### src/iso2epoch_pkg.sv
// ----------------------------------------------------------------------------
// ISO8601 to epoch seconds package
// Character codes, field positions, widths and offset parsing helpers.
// ----------------------------------------------------------------------------
package iso2epoch_pkg;

  localparam int unsigned CHAR_W     = 8;
  localparam int unsigned EPOCH_W    = 39;
  localparam int unsigned OUT_TDATA_W = 40;
  localparam int unsigned TAIL_DEPTH = 5;

  localparam logic [7:0] CH_ZERO  = 8'h30;
  localparam logic [7:0] CH_NINE  = 8'h39;
  localparam logic [7:0] CH_DASH  = 8'h2D;
  localparam logic [7:0] CH_PLUS  = 8'h2B;
  localparam logic [7:0] CH_COLON = 8'h3A;
  localparam logic [7:0] CH_T     = 8'h54;
  localparam logic [7:0] CH_Z     = 8'h5A;

  localparam logic [4:0] POS_YM_SEP = 5'd4;
  localparam logic [4:0] POS_MD_SEP = 5'd7;
  localparam logic [4:0] POS_DT_SEP = 5'd10;
  localparam logic [4:0] POS_HM_SEP = 5'd13;
  localparam logic [4:0] POS_MS_SEP = 5'd16;
  localparam logic [4:0] PREFIX_LEN = 5'd19;
  localparam logic [4:0] POS_CAP    = 5'd20;

  typedef logic [TAIL_DEPTH-1:0][CHAR_W-1:0] tail_t;

  typedef struct packed {
    logic       valid;
    logic [6:0] hh;
    logic [6:0] mm;
  } offset_t;

  function automatic logic is_digit(input logic [7:0] c);
    return (c >= CH_ZERO) && (c <= CH_NINE);
  endfunction

  function automatic logic [6:0] two_digits(input logic [7:0] hi, input logic [7:0] lo);
    return 7'({3'b000, hi[3:0]} * 7'd10 + {3'b000, lo[3:0]});
  endfunction

  function automatic offset_t offset_parse(input tail_t t, input logic [2:0] n);
    offset_t r;
    r = '0;
    if (n >= 3'd5 && is_digit(t[0]) && is_digit(t[1]) && t[2] == CH_COLON &&
        is_digit(t[3]) && is_digit(t[4])) begin
      r.valid = 1'b1;
      r.hh    = two_digits(t[0], t[1]);
      r.mm    = two_digits(t[3], t[4]);
    end else if (n >= 3'd4 && is_digit(t[0]) && is_digit(t[1]) &&
                 is_digit(t[2]) && is_digit(t[3])) begin
      r.valid = 1'b1;
      r.hh    = two_digits(t[0], t[1]);
      r.mm    = two_digits(t[2], t[3]);
    end
    return r;
  endfunction

endpackage

### src/iso8601_to_epoch_seconds.sv
// ----------------------------------------------------------------------------
// ISO8601 timestamp to Unix epoch seconds
// Takes one character per beat in s_axis_tdata; tlast marks the final one.
// Every character but the last is taken while the block is idle. After the
// last one, s_axis_tready drops while a shared multiply-accumulate unit runs
// a fixed 20-step sequence, each step a multiply state then an accumulate
// state, to turn the date and time fields and the zone offset into seconds.
// The result beat appears and the block is ready again together once the
// sequence ends, or later if the previous result has not been taken.
// A failed parse still runs the full sequence and returns seconds 0.
// ----------------------------------------------------------------------------
module iso8601_to_epoch_seconds (
  input  logic        clk_i,
  input  logic        rst_ni,
  input  logic        s_axis_tvalid,
  output logic        s_axis_tready,
  input  logic [7:0]  s_axis_tdata,   // [7:0] char_code
  input  logic        s_axis_tlast,   // last_char
  output logic        m_axis_tvalid,
  input  logic        m_axis_tready,
  output logic [39:0] m_axis_tdata,   // [38:0] epoch_seconds, [39] zero
  output logic        m_axis_tuser    // parse_ok
);

  localparam logic [1:0] ST_IDLE = 2'd0;
  localparam logic [1:0] ST_MUL  = 2'd1;
  localparam logic [1:0] ST_ADD  = 2'd2;
  localparam logic [1:0] ST_FIN  = 2'd3;

  localparam logic [4:0] SQ_ERA_EST   = 5'd0;
  localparam logic [4:0] SQ_YP_LOAD   = 5'd1;
  localparam logic [4:0] SQ_YOE_SUB   = 5'd2;
  localparam logic [4:0] SQ_C100_EST  = 5'd3;
  localparam logic [4:0] SQ_MP_MUL    = 5'd4;
  localparam logic [4:0] SQ_MP_ADD    = 5'd5;
  localparam logic [4:0] SQ_DBM_EST   = 5'd6;
  localparam logic [4:0] SQ_ERA_DAYS  = 5'd7;
  localparam logic [4:0] SQ_YOE_DAYS  = 5'd8;
  localparam logic [4:0] SQ_LEAP4     = 5'd9;
  localparam logic [4:0] SQ_LEAP100   = 5'd10;
  localparam logic [4:0] SQ_DBM_ADD   = 5'd11;
  localparam logic [4:0] SQ_DAY_ADD   = 5'd12;
  localparam logic [4:0] SQ_EPOCH_ADJ = 5'd13;
  localparam logic [4:0] SQ_DAY_SECS  = 5'd14;
  localparam logic [4:0] SQ_HOUR_SECS = 5'd15;
  localparam logic [4:0] SQ_MIN_SECS  = 5'd16;
  localparam logic [4:0] SQ_SEC_ADD   = 5'd17;
  localparam logic [4:0] SQ_OFF_HOURS = 5'd18;
  localparam logic [4:0] SQ_OFF_MINS  = 5'd19;

  localparam logic signed [21:0] K_ONE      = 22'sd1;
  localparam logic signed [21:0] K_TWO      = 22'sd2;
  localparam logic signed [21:0] K_NEG_ONE  = -22'sd1;
  localparam logic signed [21:0] K_INV400   = 22'sd5243;
  localparam logic signed [21:0] K_NEG_400  = -22'sd400;
  localparam logic signed [21:0] K_INV100   = 22'sd41;
  localparam logic signed [21:0] K_153      = 22'sd153;
  localparam logic signed [21:0] K_INV5     = 22'sd52429;
  localparam logic signed [21:0] K_ERA_DAYS = 22'sd146097;
  localparam logic signed [21:0] K_365      = 22'sd365;
  localparam logic signed [21:0] K_EPOCH    = -22'sd719469;
  localparam logic signed [21:0] K_DAY_SECS = 22'sd86400;
  localparam logic signed [21:0] K_3600     = 22'sd3600;
  localparam logic signed [21:0] K_NEG_3600 = -22'sd3600;
  localparam logic signed [21:0] K_60       = 22'sd60;
  localparam logic signed [21:0] K_NEG_60   = -22'sd60;

  logic [1:0]  state_q, state_d;
  logic [4:0]  step_q, step_d;

  logic [4:0]  pos_q, pos_d;
  logic [13:0] year_q, year_d;
  logic [6:0]  month_q, month_d;
  logic [6:0]  day_q, day_d;
  logic [6:0]  hour_q, hour_d;
  logic [6:0]  min_q, min_d;
  logic [6:0]  sec_q, sec_d;
  logic        fail_q, fail_d;
  logic        zulu_q, zulu_d;
  logic        plus_q, plus_d;
  logic        minus_q, minus_d;
  logic [2:0]  pcnt_q, pcnt_d;
  logic [2:0]  mcnt_q, mcnt_d;

  iso2epoch_pkg::tail_t ptail_q, ptail_d;
  iso2epoch_pkg::tail_t mtail_q, mtail_d;

  logic signed [39:0] acc_q;
  logic signed [39:0] prod_q;
  logic               clr_q;
  logic signed [5:0]  era_q;
  logic [8:0]         yoe_q;
  logic [1:0]         q100_q;
  logic [11:0]        dbm_q;

  logic [39:0] out_data_q;
  logic        out_ok_q;
  logic        out_valid_q, out_valid_d;

  logic               in_fire;
  logic               fin_fire;
  logic [7:0]         c;
  logic               le2;
  logic signed [14:0] yp;
  logic [6:0]         mp;
  logic               off_apply;
  iso2epoch_pkg::offset_t off;
  logic               ok;
  logic               clr;
  logic signed [24:0] a_op;
  logic signed [21:0] b_op;
  logic signed [46:0] prod_full;

  assign c        = s_axis_tdata;
  assign in_fire  = s_axis_tvalid && s_axis_tready;
  assign fin_fire = (state_q == ST_FIN) && (!out_valid_q || m_axis_tready);

  assign s_axis_tready = (state_q == ST_IDLE);
  assign m_axis_tvalid = out_valid_q;
  assign m_axis_tdata  = out_data_q;
  assign m_axis_tuser  = out_ok_q;

  assign le2 = (month_q <= 7'd2);
  assign yp  = $signed({1'b0, year_q}) - (le2 ? 15'sd1 : 15'sd0);
  assign mp  = le2 ? month_q + 7'd9 : month_q - 7'd3;

  assign off_apply = !zulu_q && (plus_q || minus_q);
  assign off = plus_q ? iso2epoch_pkg::offset_parse(ptail_q, pcnt_q)
                      : iso2epoch_pkg::offset_parse(mtail_q, mcnt_q);
  assign ok  = !fail_q && (pos_q >= iso2epoch_pkg::PREFIX_LEN) &&
               (!off_apply || off.valid);

  // Character parsing
  always_comb begin
    pos_d   = pos_q;
    year_d  = year_q;
    month_d = month_q;
    day_d   = day_q;
    hour_d  = hour_q;
    min_d   = min_q;
    sec_d   = sec_q;
    fail_d  = fail_q;
    zulu_d  = zulu_q;
    plus_d  = plus_q;
    minus_d = minus_q;
    pcnt_d  = pcnt_q;
    mcnt_d  = mcnt_q;
    ptail_d = ptail_q;
    mtail_d = mtail_q;
    if (in_fire) begin
      if (pos_q < iso2epoch_pkg::PREFIX_LEN) begin
        unique case (pos_q) inside
          iso2epoch_pkg::POS_YM_SEP, iso2epoch_pkg::POS_MD_SEP: begin
            if (c != iso2epoch_pkg::CH_DASH) fail_d = 1'b1;
          end
          iso2epoch_pkg::POS_DT_SEP: begin
            if (c != iso2epoch_pkg::CH_T) fail_d = 1'b1;
          end
          iso2epoch_pkg::POS_HM_SEP, iso2epoch_pkg::POS_MS_SEP: begin
            if (c != iso2epoch_pkg::CH_COLON) fail_d = 1'b1;
          end
          default: begin
            if (!iso2epoch_pkg::is_digit(c)) begin
              fail_d = 1'b1;
            end else if (pos_q < iso2epoch_pkg::POS_YM_SEP) begin
              year_d = 14'(year_q * 14'd10 + {10'd0, c[3:0]});
            end else if (pos_q < iso2epoch_pkg::POS_MD_SEP) begin
              month_d = 7'(month_q * 7'd10 + {3'd0, c[3:0]});
            end else if (pos_q < iso2epoch_pkg::POS_DT_SEP) begin
              day_d = 7'(day_q * 7'd10 + {3'd0, c[3:0]});
            end else if (pos_q < iso2epoch_pkg::POS_HM_SEP) begin
              hour_d = 7'(hour_q * 7'd10 + {3'd0, c[3:0]});
            end else if (pos_q < iso2epoch_pkg::POS_MS_SEP) begin
              min_d = 7'(min_q * 7'd10 + {3'd0, c[3:0]});
            end else begin
              sec_d = 7'(sec_q * 7'd10 + {3'd0, c[3:0]});
            end
          end
        endcase
      end else begin
        if (c == iso2epoch_pkg::CH_Z) zulu_d = 1'b1;
        if (plus_q && pcnt_q < 3'(iso2epoch_pkg::TAIL_DEPTH)) begin
          ptail_d[pcnt_q] = c;
          pcnt_d = pcnt_q + 3'd1;
        end
        if (minus_q && mcnt_q < 3'(iso2epoch_pkg::TAIL_DEPTH)) begin
          mtail_d[mcnt_q] = c;
          mcnt_d = mcnt_q + 3'd1;
        end
        if (c == iso2epoch_pkg::CH_PLUS) plus_d = 1'b1;
        if (c == iso2epoch_pkg::CH_DASH) minus_d = 1'b1;
      end
      if (pos_q < iso2epoch_pkg::POS_CAP) pos_d = pos_q + 5'd1;
    end
    if (fin_fire) begin
      pos_d   = '0;
      year_d  = '0;
      month_d = '0;
      day_d   = '0;
      hour_d  = '0;
      min_d   = '0;
      sec_d   = '0;
      fail_d  = 1'b0;
      zulu_d  = 1'b0;
      plus_d  = 1'b0;
      minus_d = 1'b0;
      pcnt_d  = '0;
      mcnt_d  = '0;
    end
  end

  // Sequencer
  always_comb begin
    state_d     = state_q;
    step_d      = step_q;
    out_valid_d = out_valid_q;
    if (out_valid_q && m_axis_tready) out_valid_d = 1'b0;
    unique case (state_q)
      ST_IDLE: begin
        if (in_fire && s_axis_tlast) begin
          state_d = ST_MUL;
          step_d  = SQ_ERA_EST;
        end
      end
      ST_MUL: begin
        state_d = ST_ADD;
      end
      ST_ADD: begin
        if (step_q == SQ_OFF_MINS) begin
          state_d = ST_FIN;
        end else begin
          state_d = ST_MUL;
          step_d  = step_q + 5'd1;
        end
      end
      ST_FIN: begin
        if (fin_fire) begin
          state_d     = ST_IDLE;
          out_valid_d = 1'b1;
        end
      end
      default: state_d = ST_IDLE;
    endcase
  end

  // Operand selection for the shared multiply-accumulate unit
  always_comb begin
    clr  = 1'b0;
    a_op = '0;
    b_op = '0;
    unique case (step_q)
      SQ_ERA_EST:   begin clr = 1'b1; a_op = 25'(yp); b_op = K_INV400; end
      SQ_YP_LOAD:   begin clr = 1'b1; a_op = 25'(yp); b_op = K_ONE; end
      SQ_YOE_SUB:   begin a_op = 25'(era_q); b_op = K_NEG_400; end
      SQ_C100_EST:  begin clr = 1'b1; a_op = $signed({16'd0, acc_q[8:0]}); b_op = K_INV100; end
      SQ_MP_MUL:    begin clr = 1'b1; a_op = $signed({18'd0, mp}); b_op = K_153; end
      SQ_MP_ADD:    begin a_op = 25'sd1; b_op = K_TWO; end
      SQ_DBM_EST:   begin clr = 1'b1; a_op = $signed({10'd0, acc_q[14:0]}); b_op = K_INV5; end
      SQ_ERA_DAYS:  begin clr = 1'b1; a_op = 25'(era_q); b_op = K_ERA_DAYS; end
      SQ_YOE_DAYS:  begin a_op = $signed({16'd0, yoe_q}); b_op = K_365; end
      SQ_LEAP4:     begin a_op = $signed({18'd0, yoe_q[8:2]}); b_op = K_ONE; end
      SQ_LEAP100:   begin a_op = $signed({23'd0, q100_q}); b_op = K_NEG_ONE; end
      SQ_DBM_ADD:   begin a_op = $signed({13'd0, dbm_q}); b_op = K_ONE; end
      SQ_DAY_ADD:   begin a_op = $signed({18'd0, day_q}); b_op = K_ONE; end
      SQ_EPOCH_ADJ: begin a_op = 25'sd1; b_op = K_EPOCH; end
      SQ_DAY_SECS:  begin clr = 1'b1; a_op = 25'($signed(acc_q[23:0])); b_op = K_DAY_SECS; end
      SQ_HOUR_SECS: begin a_op = $signed({18'd0, hour_q}); b_op = K_3600; end
      SQ_MIN_SECS:  begin a_op = $signed({18'd0, min_q}); b_op = K_60; end
      SQ_SEC_ADD:   begin a_op = $signed({18'd0, sec_q}); b_op = K_ONE; end
      SQ_OFF_HOURS: begin
        a_op = $signed({18'd0, off.hh});
        b_op = !off_apply ? '0 : (plus_q ? K_NEG_3600 : K_3600);
      end
      SQ_OFF_MINS: begin
        a_op = $signed({18'd0, off.mm});
        b_op = !off_apply ? '0 : (plus_q ? K_NEG_60 : K_60);
      end
      default: begin
        clr  = 1'b0;
        a_op = '0;
        b_op = '0;
      end
    endcase
  end

  assign prod_full = a_op * b_op;

  always_ff @(posedge clk_i or negedge rst_ni) begin
    if (!rst_ni) begin
      state_q     <= ST_IDLE;
      step_q      <= '0;
      out_valid_q <= 1'b0;
      pos_q       <= '0;
      year_q      <= '0;
      month_q     <= '0;
      day_q       <= '0;
      hour_q      <= '0;
      min_q       <= '0;
      sec_q       <= '0;
      fail_q      <= 1'b0;
      zulu_q      <= 1'b0;
      plus_q      <= 1'b0;
      minus_q     <= 1'b0;
      pcnt_q      <= '0;
      mcnt_q      <= '0;
    end else begin
      state_q     <= state_d;
      step_q      <= step_d;
      out_valid_q <= out_valid_d;
      pos_q       <= pos_d;
      year_q      <= year_d;
      month_q     <= month_d;
      day_q       <= day_d;
      hour_q      <= hour_d;
      min_q       <= min_d;
      sec_q       <= sec_d;
      fail_q      <= fail_d;
      zulu_q      <= zulu_d;
      plus_q      <= plus_d;
      minus_q     <= minus_d;
      pcnt_q      <= pcnt_d;
      mcnt_q      <= mcnt_d;
    end
  end

  always_ff @(posedge clk_i) begin
    ptail_q <= ptail_d;
    mtail_q <= mtail_d;
    if (state_q == ST_MUL) begin
      prod_q <= prod_full[39:0];
      clr_q  <= clr;
      case (step_q)
        SQ_YP_LOAD:  era_q  <= yp[14] ? -6'sd1 : $signed(acc_q[26:21]);
        SQ_C100_EST: yoe_q  <= acc_q[8:0];
        SQ_MP_MUL:   q100_q <= acc_q[13:12];
        SQ_ERA_DAYS: dbm_q  <= acc_q[29:18];
        default: ;
      endcase
    end
    if (state_q == ST_ADD) begin
      acc_q <= clr_q ? prod_q : acc_q + prod_q;
    end
    if (fin_fire) begin
      out_data_q <= ok ? {1'b0, acc_q[38:0]} : '0;
      out_ok_q   <= ok;
    end
  end

endmodule

### config.mk
export PLATFORM = sky130hd
export DESIGN_NAME = iso8601_to_epoch_seconds
export DESIGN_NICKNAME = d
export VERILOG_FILES = /design/src/iso2epoch_pkg.sv /design/src/iso8601_to_epoch_seconds.sv
export SDC_FILE = /design/constraint.sdc
export NUM_CORES = 2
export LEC_CHECK = 0
export BUFFER_PORTS_ARGS = -buffer_cell sky130_fd_sc_hd__buf_2
export CORE_MARGIN = 10
export CORE_UTILIZATION = 39
export DETAILED_ROUTE_END_ITERATION = 10
export GPL_TIMING_DRIVEN = 0
export RECOVER_POWER = 50
export REMOVE_ABC_BUFFERS = 1
export SETUP_SLACK_MARGIN = 0.5
export SYNTH_ARGS = -nofsm -noshare
export SYNTH_HDL_FRONTEND = slang
export SYNTH_SLANG_ARGS = --single-unit
### constraint.sdc
create_clock -name clk_i -period 12.31 [get_ports clk_i]
set_input_delay 1.231 -clock clk_i [delete_from_list [all_inputs] [get_ports clk_i]]
set_output_delay 1.231 -clock clk_i [all_outputs]
set_load 0.005 [all_outputs]
# After elaboration in Yosys (flattened, before gate mapping)
# Index checks and enable logic that the tools add are counted.
dict set report op_classes {
  n_lt_le_gt_ge 41
  bitwise_logic 1
  n_mux 112
  n_reduce_logical 93
  n_eq_ne 49
  n_mul 13
  add_sub_neg 20
}
# operator count
set op_table {}
lappend op_table {{$pmux W25 S17} 1}
lappend op_table {{$pmux W22 S16} 1}
lappend op_table {{$mux W7} 45}
lappend op_table {{$ge A8 B6 Y1 const B} 11}
lappend op_table {{$le A8 B6 Y1 const B} 11}
lappend op_table {{$mux W22} 4}
lappend op_table {{$mux W14} 6}
lappend op_table {{$bwmux W40} 2}
lappend op_table {{$add A7 B4 Y7} 11}
lappend op_table {{$mux W15} 5}
lappend op_table {{$eq A5 B4 Y1 const B} 10}
lappend op_table {{$demux W8 S3} 2}
lappend op_table {{$add A40 B40 Y40} 1}
lappend op_table {{$logic_and A1 B1 Y1} 40}
lappend op_table {{$mul A25 B22 Y40} 1}
lappend op_table {{$mux W40} 1}
lappend op_table {{$mul A4 B3 Y6 const B} 6}
lappend op_table {{$mul A7 B3 Y6 const B} 5}
lappend op_table {{$eq A8 B6 Y1 const B} 4}
lappend op_table {{$eq A5 B3 Y1 const B} 6}
lappend op_table {{$reduce_bool A2 Y1} 15}
lappend op_table {{$eq A5 B5 Y1 const B} 5}
lappend op_table {{$mux W5} 5}
lappend op_table {{$mux W1} 24}
lappend op_table {{49 further kinds} 107}
dict set report totals {
  elab_cells 365
  regBits 303
  output_inout_bits 43
  inputBits 13
}

# Logic depth before layout (Yosys ltp)
dict set report logic_depth {
  word_depth 12
  ltp_mapped 37
  mapped_depth_nobuf 35
}

# Worst setup path after synthesis
# No wires, ideal clock.
dict set report synth_timing {
  path_type {reg2reg}
  start {register month_q[3]}
  end {register prod_q[36], data pin}
  path_stages_with_launch 33
  setup_ns 0.269
  required_ns 12.041
  path_buffers 5
  arrival_time_ns 8.761
  period_less_slack_ns 9.030
  slack_ns 3.280
  cell_sequence {dfrtp_1 > clkbuf_1 > nor2_1 > o211a_1 > ha_1 > ha_1 > or4b_1 > buf_2 > nor4_4 > a21oi_2 > nand2b_1 > clkbuf_1 > buf_1 > nand2_1 > fa_1 > inv_1 > fa_1 > inv_1 > fa_1 > fa_1 > fa_1 > fa_1 > fa_1 > inv_1 > ha_1 > clkbuf_1 > and3_1 > nand2_1 > or3_1 > o32ai_1 > nor2_1 > a2111oi_0 > nor3_1}
}
dict set report synth_between {
  elab_chain_len 5
  elab_cells_between_ends 8
  cone_classes {add/sub (3); mul (1); order compare (1); mux (3)}
}
# element line_no
set synth_rtl {}
lappend synth_rtl {{start: declaration} iso8601_to_epoch_seconds.sv:73} ;# logic [6:0] month_q, month_d;
lappend synth_rtl {{start signal: assignment} iso8601_to_epoch_seconds.sv:312} ;# month_q <= month_d;
lappend synth_rtl {{$le A7 B2 Y1} iso8601_to_epoch_seconds.sv:123} ;# assign le2 = (month_q <= 7'd2);
lappend synth_rtl {{$mux W1} iso8601_to_epoch_seconds.sv:124} ;# assign yp = $signed({1'b0, year_q}) - (le2 ? 15'sd1 : 15'sd0);
lappend synth_rtl {{$sub A14 B1 Y15} iso8601_to_epoch_seconds.sv:124}
lappend synth_rtl {{$pmux W25 S17 *} iso8601_to_epoch_seconds.sv:251} ;# unique case (step_q)
lappend synth_rtl {{$mul A25 B22 Y40 *} iso8601_to_epoch_seconds.sv:286} ;# assign prod_full = a_op * b_op;
lappend synth_rtl {{named net prod_full[36]} iso8601_to_epoch_seconds.sv:112} ;# logic signed [46:0] prod_full;
lappend synth_rtl {{end signal: assignment} iso8601_to_epoch_seconds.sv:330} ;# prod_q <= prod_full[39:0];
lappend synth_rtl {{end: declaration} iso8601_to_epoch_seconds.sv:89} ;# logic signed [39:0] prod_q;
# Mark *: on every way through the listed nets, which the timed path passes. The rest lies on a longest branch.
# A chain may end at the register's enable or synchronous reset.

# Final worst setup path
dict set report layout_timing {
  start {register step_q[0]}
  end {register prod_q[38], data pin}
}
dict set report layout_between {
  elab_chain_len 4
  elab_cells_between_ends 27
  cone_classes {mul (1); eq/ne (19); mux (2); reduce/logical (5)}
}
# element line_no
set layout_rtl {}
lappend layout_rtl {{start: declaration} iso8601_to_epoch_seconds.sv:69} ;# logic [4:0] step_q, step_d;
lappend layout_rtl {{start signal: assignment} iso8601_to_epoch_seconds.sv:308} ;# step_q <= step_d;
lappend layout_rtl {{$eq A5 B1 Y1 (tied with other cells)} iso8601_to_epoch_seconds.sv:251}
lappend layout_rtl {{$reduce_or A5 Y1 (no source line) / $reduce_or A2 Y1 (equally long branches)} -}
lappend layout_rtl {{$pmux W22 S16 / $pmux W25 S17 (equally long branches)} iso8601_to_epoch_seconds.sv:251}
lappend layout_rtl {{$mul A25 B22 Y40 *} iso8601_to_epoch_seconds.sv:286}
lappend layout_rtl {{named net prod_full[38]} iso8601_to_epoch_seconds.sv:112}
# Marked as above.

==> results.sh <==
export IMPL_synth_avg_cell_area_sq_um=9.635
export IMPL_finClkSkew_ps=33.04
export IMPL_io_pins=56
export IMPL_crit_top_cell="fa_1"
export IMPL_cts_max_level=2
export IMPL_first_pass_iters=6
export IMPL_synthFlopType="edfxtp_1"
export IMPL_first_global_vias=27200
export IMPL_syn_area_sq_mm=0.03538
export IMPL_finalSetupTns_ps=0
export IMPL_synth_seq_cells=300
export IMPL_grt_pass1_wl_um=154100
export IMPL_antenna_found_initial=1
export IMPL_grt_setup_unrepaired="no"
export IMPL_cts_tree="done"
export IMPL_violations="capacitance limit, slew limit"
export IMPL_period_needed_ps=11050
export IMPL_critical_path_max_stage_delay_ps=980
export IMPL_async_flop_share=0.2400
export IMPL_hold_violations=0
export IMPL_dr_first_iter_drc_count=1924
export IMPL_setup_violations=0
export IMPL_slew_violations=166
export IMPL_syn_to_final_growth_pct=8.211
export IMPL_fin_nets=4444
export IMPL_dp_hpwl_um=76480
export IMPL_layout_common_cells="626 x inv_1, 496 x nand2_1, 495 x fa_1, 276 x ha_1, 228 x edfxtp_1"
export IMPL_slew_headroom=-1.493
export IMPL_critPathBufInv=6
export IMPL_r2r_slack_ps=1260
export IMPL_clock_fmax_ghz=0.09049
export IMPL_crit_start="step_q[0]$_DFFE_PN0P_"
export IMPL_grt_start_max_net_pins=67
export IMPL_dieWidth_um=321.2
export IMPL_wl_um=95760
export IMPL_rows=110
export IMPL_cap_violations=4
export IMPL_cts_root_buffer="clkbuf_16"
export IMPL_critical_path_class="reg2reg"
export IMPL_grt_use_total=0.1883
export IMPL_crit_path_end="prod_q[38]$_DFFE_PN_"
export IMPL_cp_data_arrival_time_ps=11370
export IMPL_cp_start_kind="register"
export IMPL_via_per_inst=5.313
export IMPL_r2r_end="prod_q[38]$_DFFE_PN_"
export IMPL_cts_buffers=36
export IMPL_start_util=0.3931
export IMPL_path_max_fanout=21
export IMPL_num_antenna_cells=0
export IMPL_cts_sinks=300
export IMPL_yosysWarnings=0
export IMPL_clock_path_buffers=3
export IMPL_drive_gt1_frac=0.04094
export IMPL_postCtsSetupBuffers=0
export IMPL_status="finished with violations"
export IMPL_slowest_stage="nor3_1"
export IMPL_min_period_over_period=0.8977
export IMPL_cp_depth=31
export IMPL_crit_family="adder cells"
export IMPL_worstRegToRegCells=31
export IMPL_design_core_area_sq_mm=0.09001
export IMPL_placement_io_buffers=54
export IMPL_layout_commonest_cell="inv_1"
export IMPL_antenna_left=0
export IMPL_clk_latency_ps=580
export IMPL_max_slew_worst_pin_slew_ps=3739
export IMPL_vias=25840
export IMPL_wl_per_cell_um=19.69
export IMPL_clk_pin_slew_ps=60
export IMPL_dieArea_sq_mm=0.1032
export IMPL_gp_congestion=0.8607
export IMPL_synth_edf_count=228
export IMPL_end_kind="register"
export IMPL_cts_hold_buf=0
export IMPL_ys_types=91
export IMPL_grt_overflow_total=0
export IMPL_ys_seq_area_frac=0.2444
export IMPL_drc_errors=0
export IMPL_syn_inst=3672
export IMPL_r2r_start="step_q[0]$_DFFE_PN0P_"
export IMPL_dieHeight_um=321.2
export IMPL_cp_required_ps=12630
export IMPL_hold_class="reg2reg"
export IMPL_ctsResizeCount=0
-- metrics by stage --
stage / instances / area, sq um / utilization / hold slack, ps / worst slack [ps]
after detailed placement: 4796 / 37170 / 0.4130 / 472.6 / 1269
after global routing: 4864 / 38290 / 0.4254 / 523.3 / 663.4
after floorplan: 3533 / 34830 / - / 447.4 / 3125
after global placement: 4763 / 36570 / 0.4063 / 471.4 / -303.6
final: 4864 / 38290 / 0.4254 / 499.0 / 1259
after CTS: 4862 / 38390 / 0.4265 / 489.6 / 1261
-- state kept, by name, summed over array words and instances, names as in the netlist, 9 cells and up --
register,cells
m_axis_tdata,39
prod_q,39
mtail_q,40
acc_q,39
year_q,14
yoe_q,9
dbm_q,12
ptail_q,40
-- cell usage after synthesis, types with 6 or more instances --
cell | instances | share of area
a21oi_1 | 115 | 0.016
nand4_1 | 16 | 0.0028
xor2_1 | 51 | 0.013
ha_1 | 276 | 0.098
a211o_1 | 7 | 0.0017
a211oi_1 | 18 | 0.0038
a22o_1 | 6 | 0.0015
xnor2_1 | 116 | 0.029
a221o_1 | 7 | 0.0020
nor4_1 | 13 | 0.0023
or2_2 | 10 | 0.0018
a222oi_1 | 8 | 0.0023
buf_1 | 8 | 0.00085
a31oi_1 | 13 | 0.0023
edfxtp_1 | 228 | 0.19
o31ai_1 | 39 | 0.0083
fa_1 | 495 | 0.28
o21ai_0 | 130 | 0.018
a221oi_1 | 20 | 0.0050
o21a_1 | 17 | 0.0036
mux2i_1 | 6 | 0.0017
nor2_1 | 194 | 0.021
or3_1 | 11 | 0.0019
nor3b_1 | 13 | 0.0028
nor4bb_1 | 6 | 0.0017
o211ai_1 | 10 | 0.0021
and3_1 | 26 | 0.0046
and2_1 | 122 | 0.022
a311o_1 | 6 | 0.0017
nor4b_1 | 7 | 0.0017
buf_2 | 6 | 0.00085
nand2_1 | 496 | 0.053
nand3_1 | 41 | 0.0058
clkbuf_1 | 121 | 0.013
a22oi_1 | 17 | 0.0036
dfrtp_1 | 72 | 0.051
nand2b_1 | 30 | 0.0053
nor3_1 | 52 | 0.0074
o21bai_1 | 8 | 0.0017
o41ai_1 | 8 | 0.0020
nor2b_1 | 37 | 0.0065
a21o_1 | 64 | 0.014
inv_1 | 627 | 0.067
-- routing by layer --
layer / track usage / share of wire
met1: 0.2456 / 0.43
met2: 0.3239 / 0.49
met3: 0.02248 / 0.051
met4: 0.05738 / 0.031
met5: 0 / 0
-- tightest hold or removal path: cells and delay by family (launching register included) --
family,cells,cell delay (ps)
AO/OA/AOI/OAI,1,60
flip-flops,1,350
AND/OR/NAND/NOR,1,50
-- layout make-up --
cell class	count	area [sq um]
Clock buffer	46	958.4
Sequential cell	300	8648
Tap cell	1176	1471
Timing Repair Buffer	89	643.1
Fill cell	8781	51720
Multi-Input combinational cell	2602	23940
Inverter	631	2370
Clock inverter	20	260.3
-- kinds of logic (layout without fill, tap and decap cells) --
kind of cell	Yosys count	count (layout)	synth area share
and+or+nand+nor	1114	1114	0.1502
buffers and inverters	770	786	0.08254
other	1	1	0.0001060
adders and majority gates	771	771	0.3777
muxes	8	8	0.002334
AOI/OAI and AO/OA	541	541	0.1014
DFF	300	300	0.2444
xor gates and xnor gates	167	167	0.04134
-- how the worst min path moves through the flow --
stage / start / endpoint / slack, ps / cells past startpoint
2_1_floorplan: sec_q[6]$_DFFE_PN0P_ / sec_q[6]$_DFFE_PN0P_ / 450 / 2
3_3_place_gp: sec_q[6]$_DFFE_PN0P_ / sec_q[6]$_DFFE_PN0P_ / 470 / 2
3_5_place_dp: sec_q[6]$_DFFE_PN0P_ / sec_q[6]$_DFFE_PN0P_ / 470 / 2
4_1_cts: rst_ni / mcnt_q[1]$_DFFE_PN0P_ / 490 / 1
6_report: sec_q[6]$_DFFE_PN0P_ / sec_q[6]$_DFFE_PN0P_ / 500 / 2
5_1_grt: sec_q[6]$_DFFE_PN0P_ / sec_q[6]$_DFFE_PN0P_ / 520 / 2
Power is left out: the tool's default activity adds up to more than one toggle a clock period on the data nets, which glitch-free logic cannot reach.
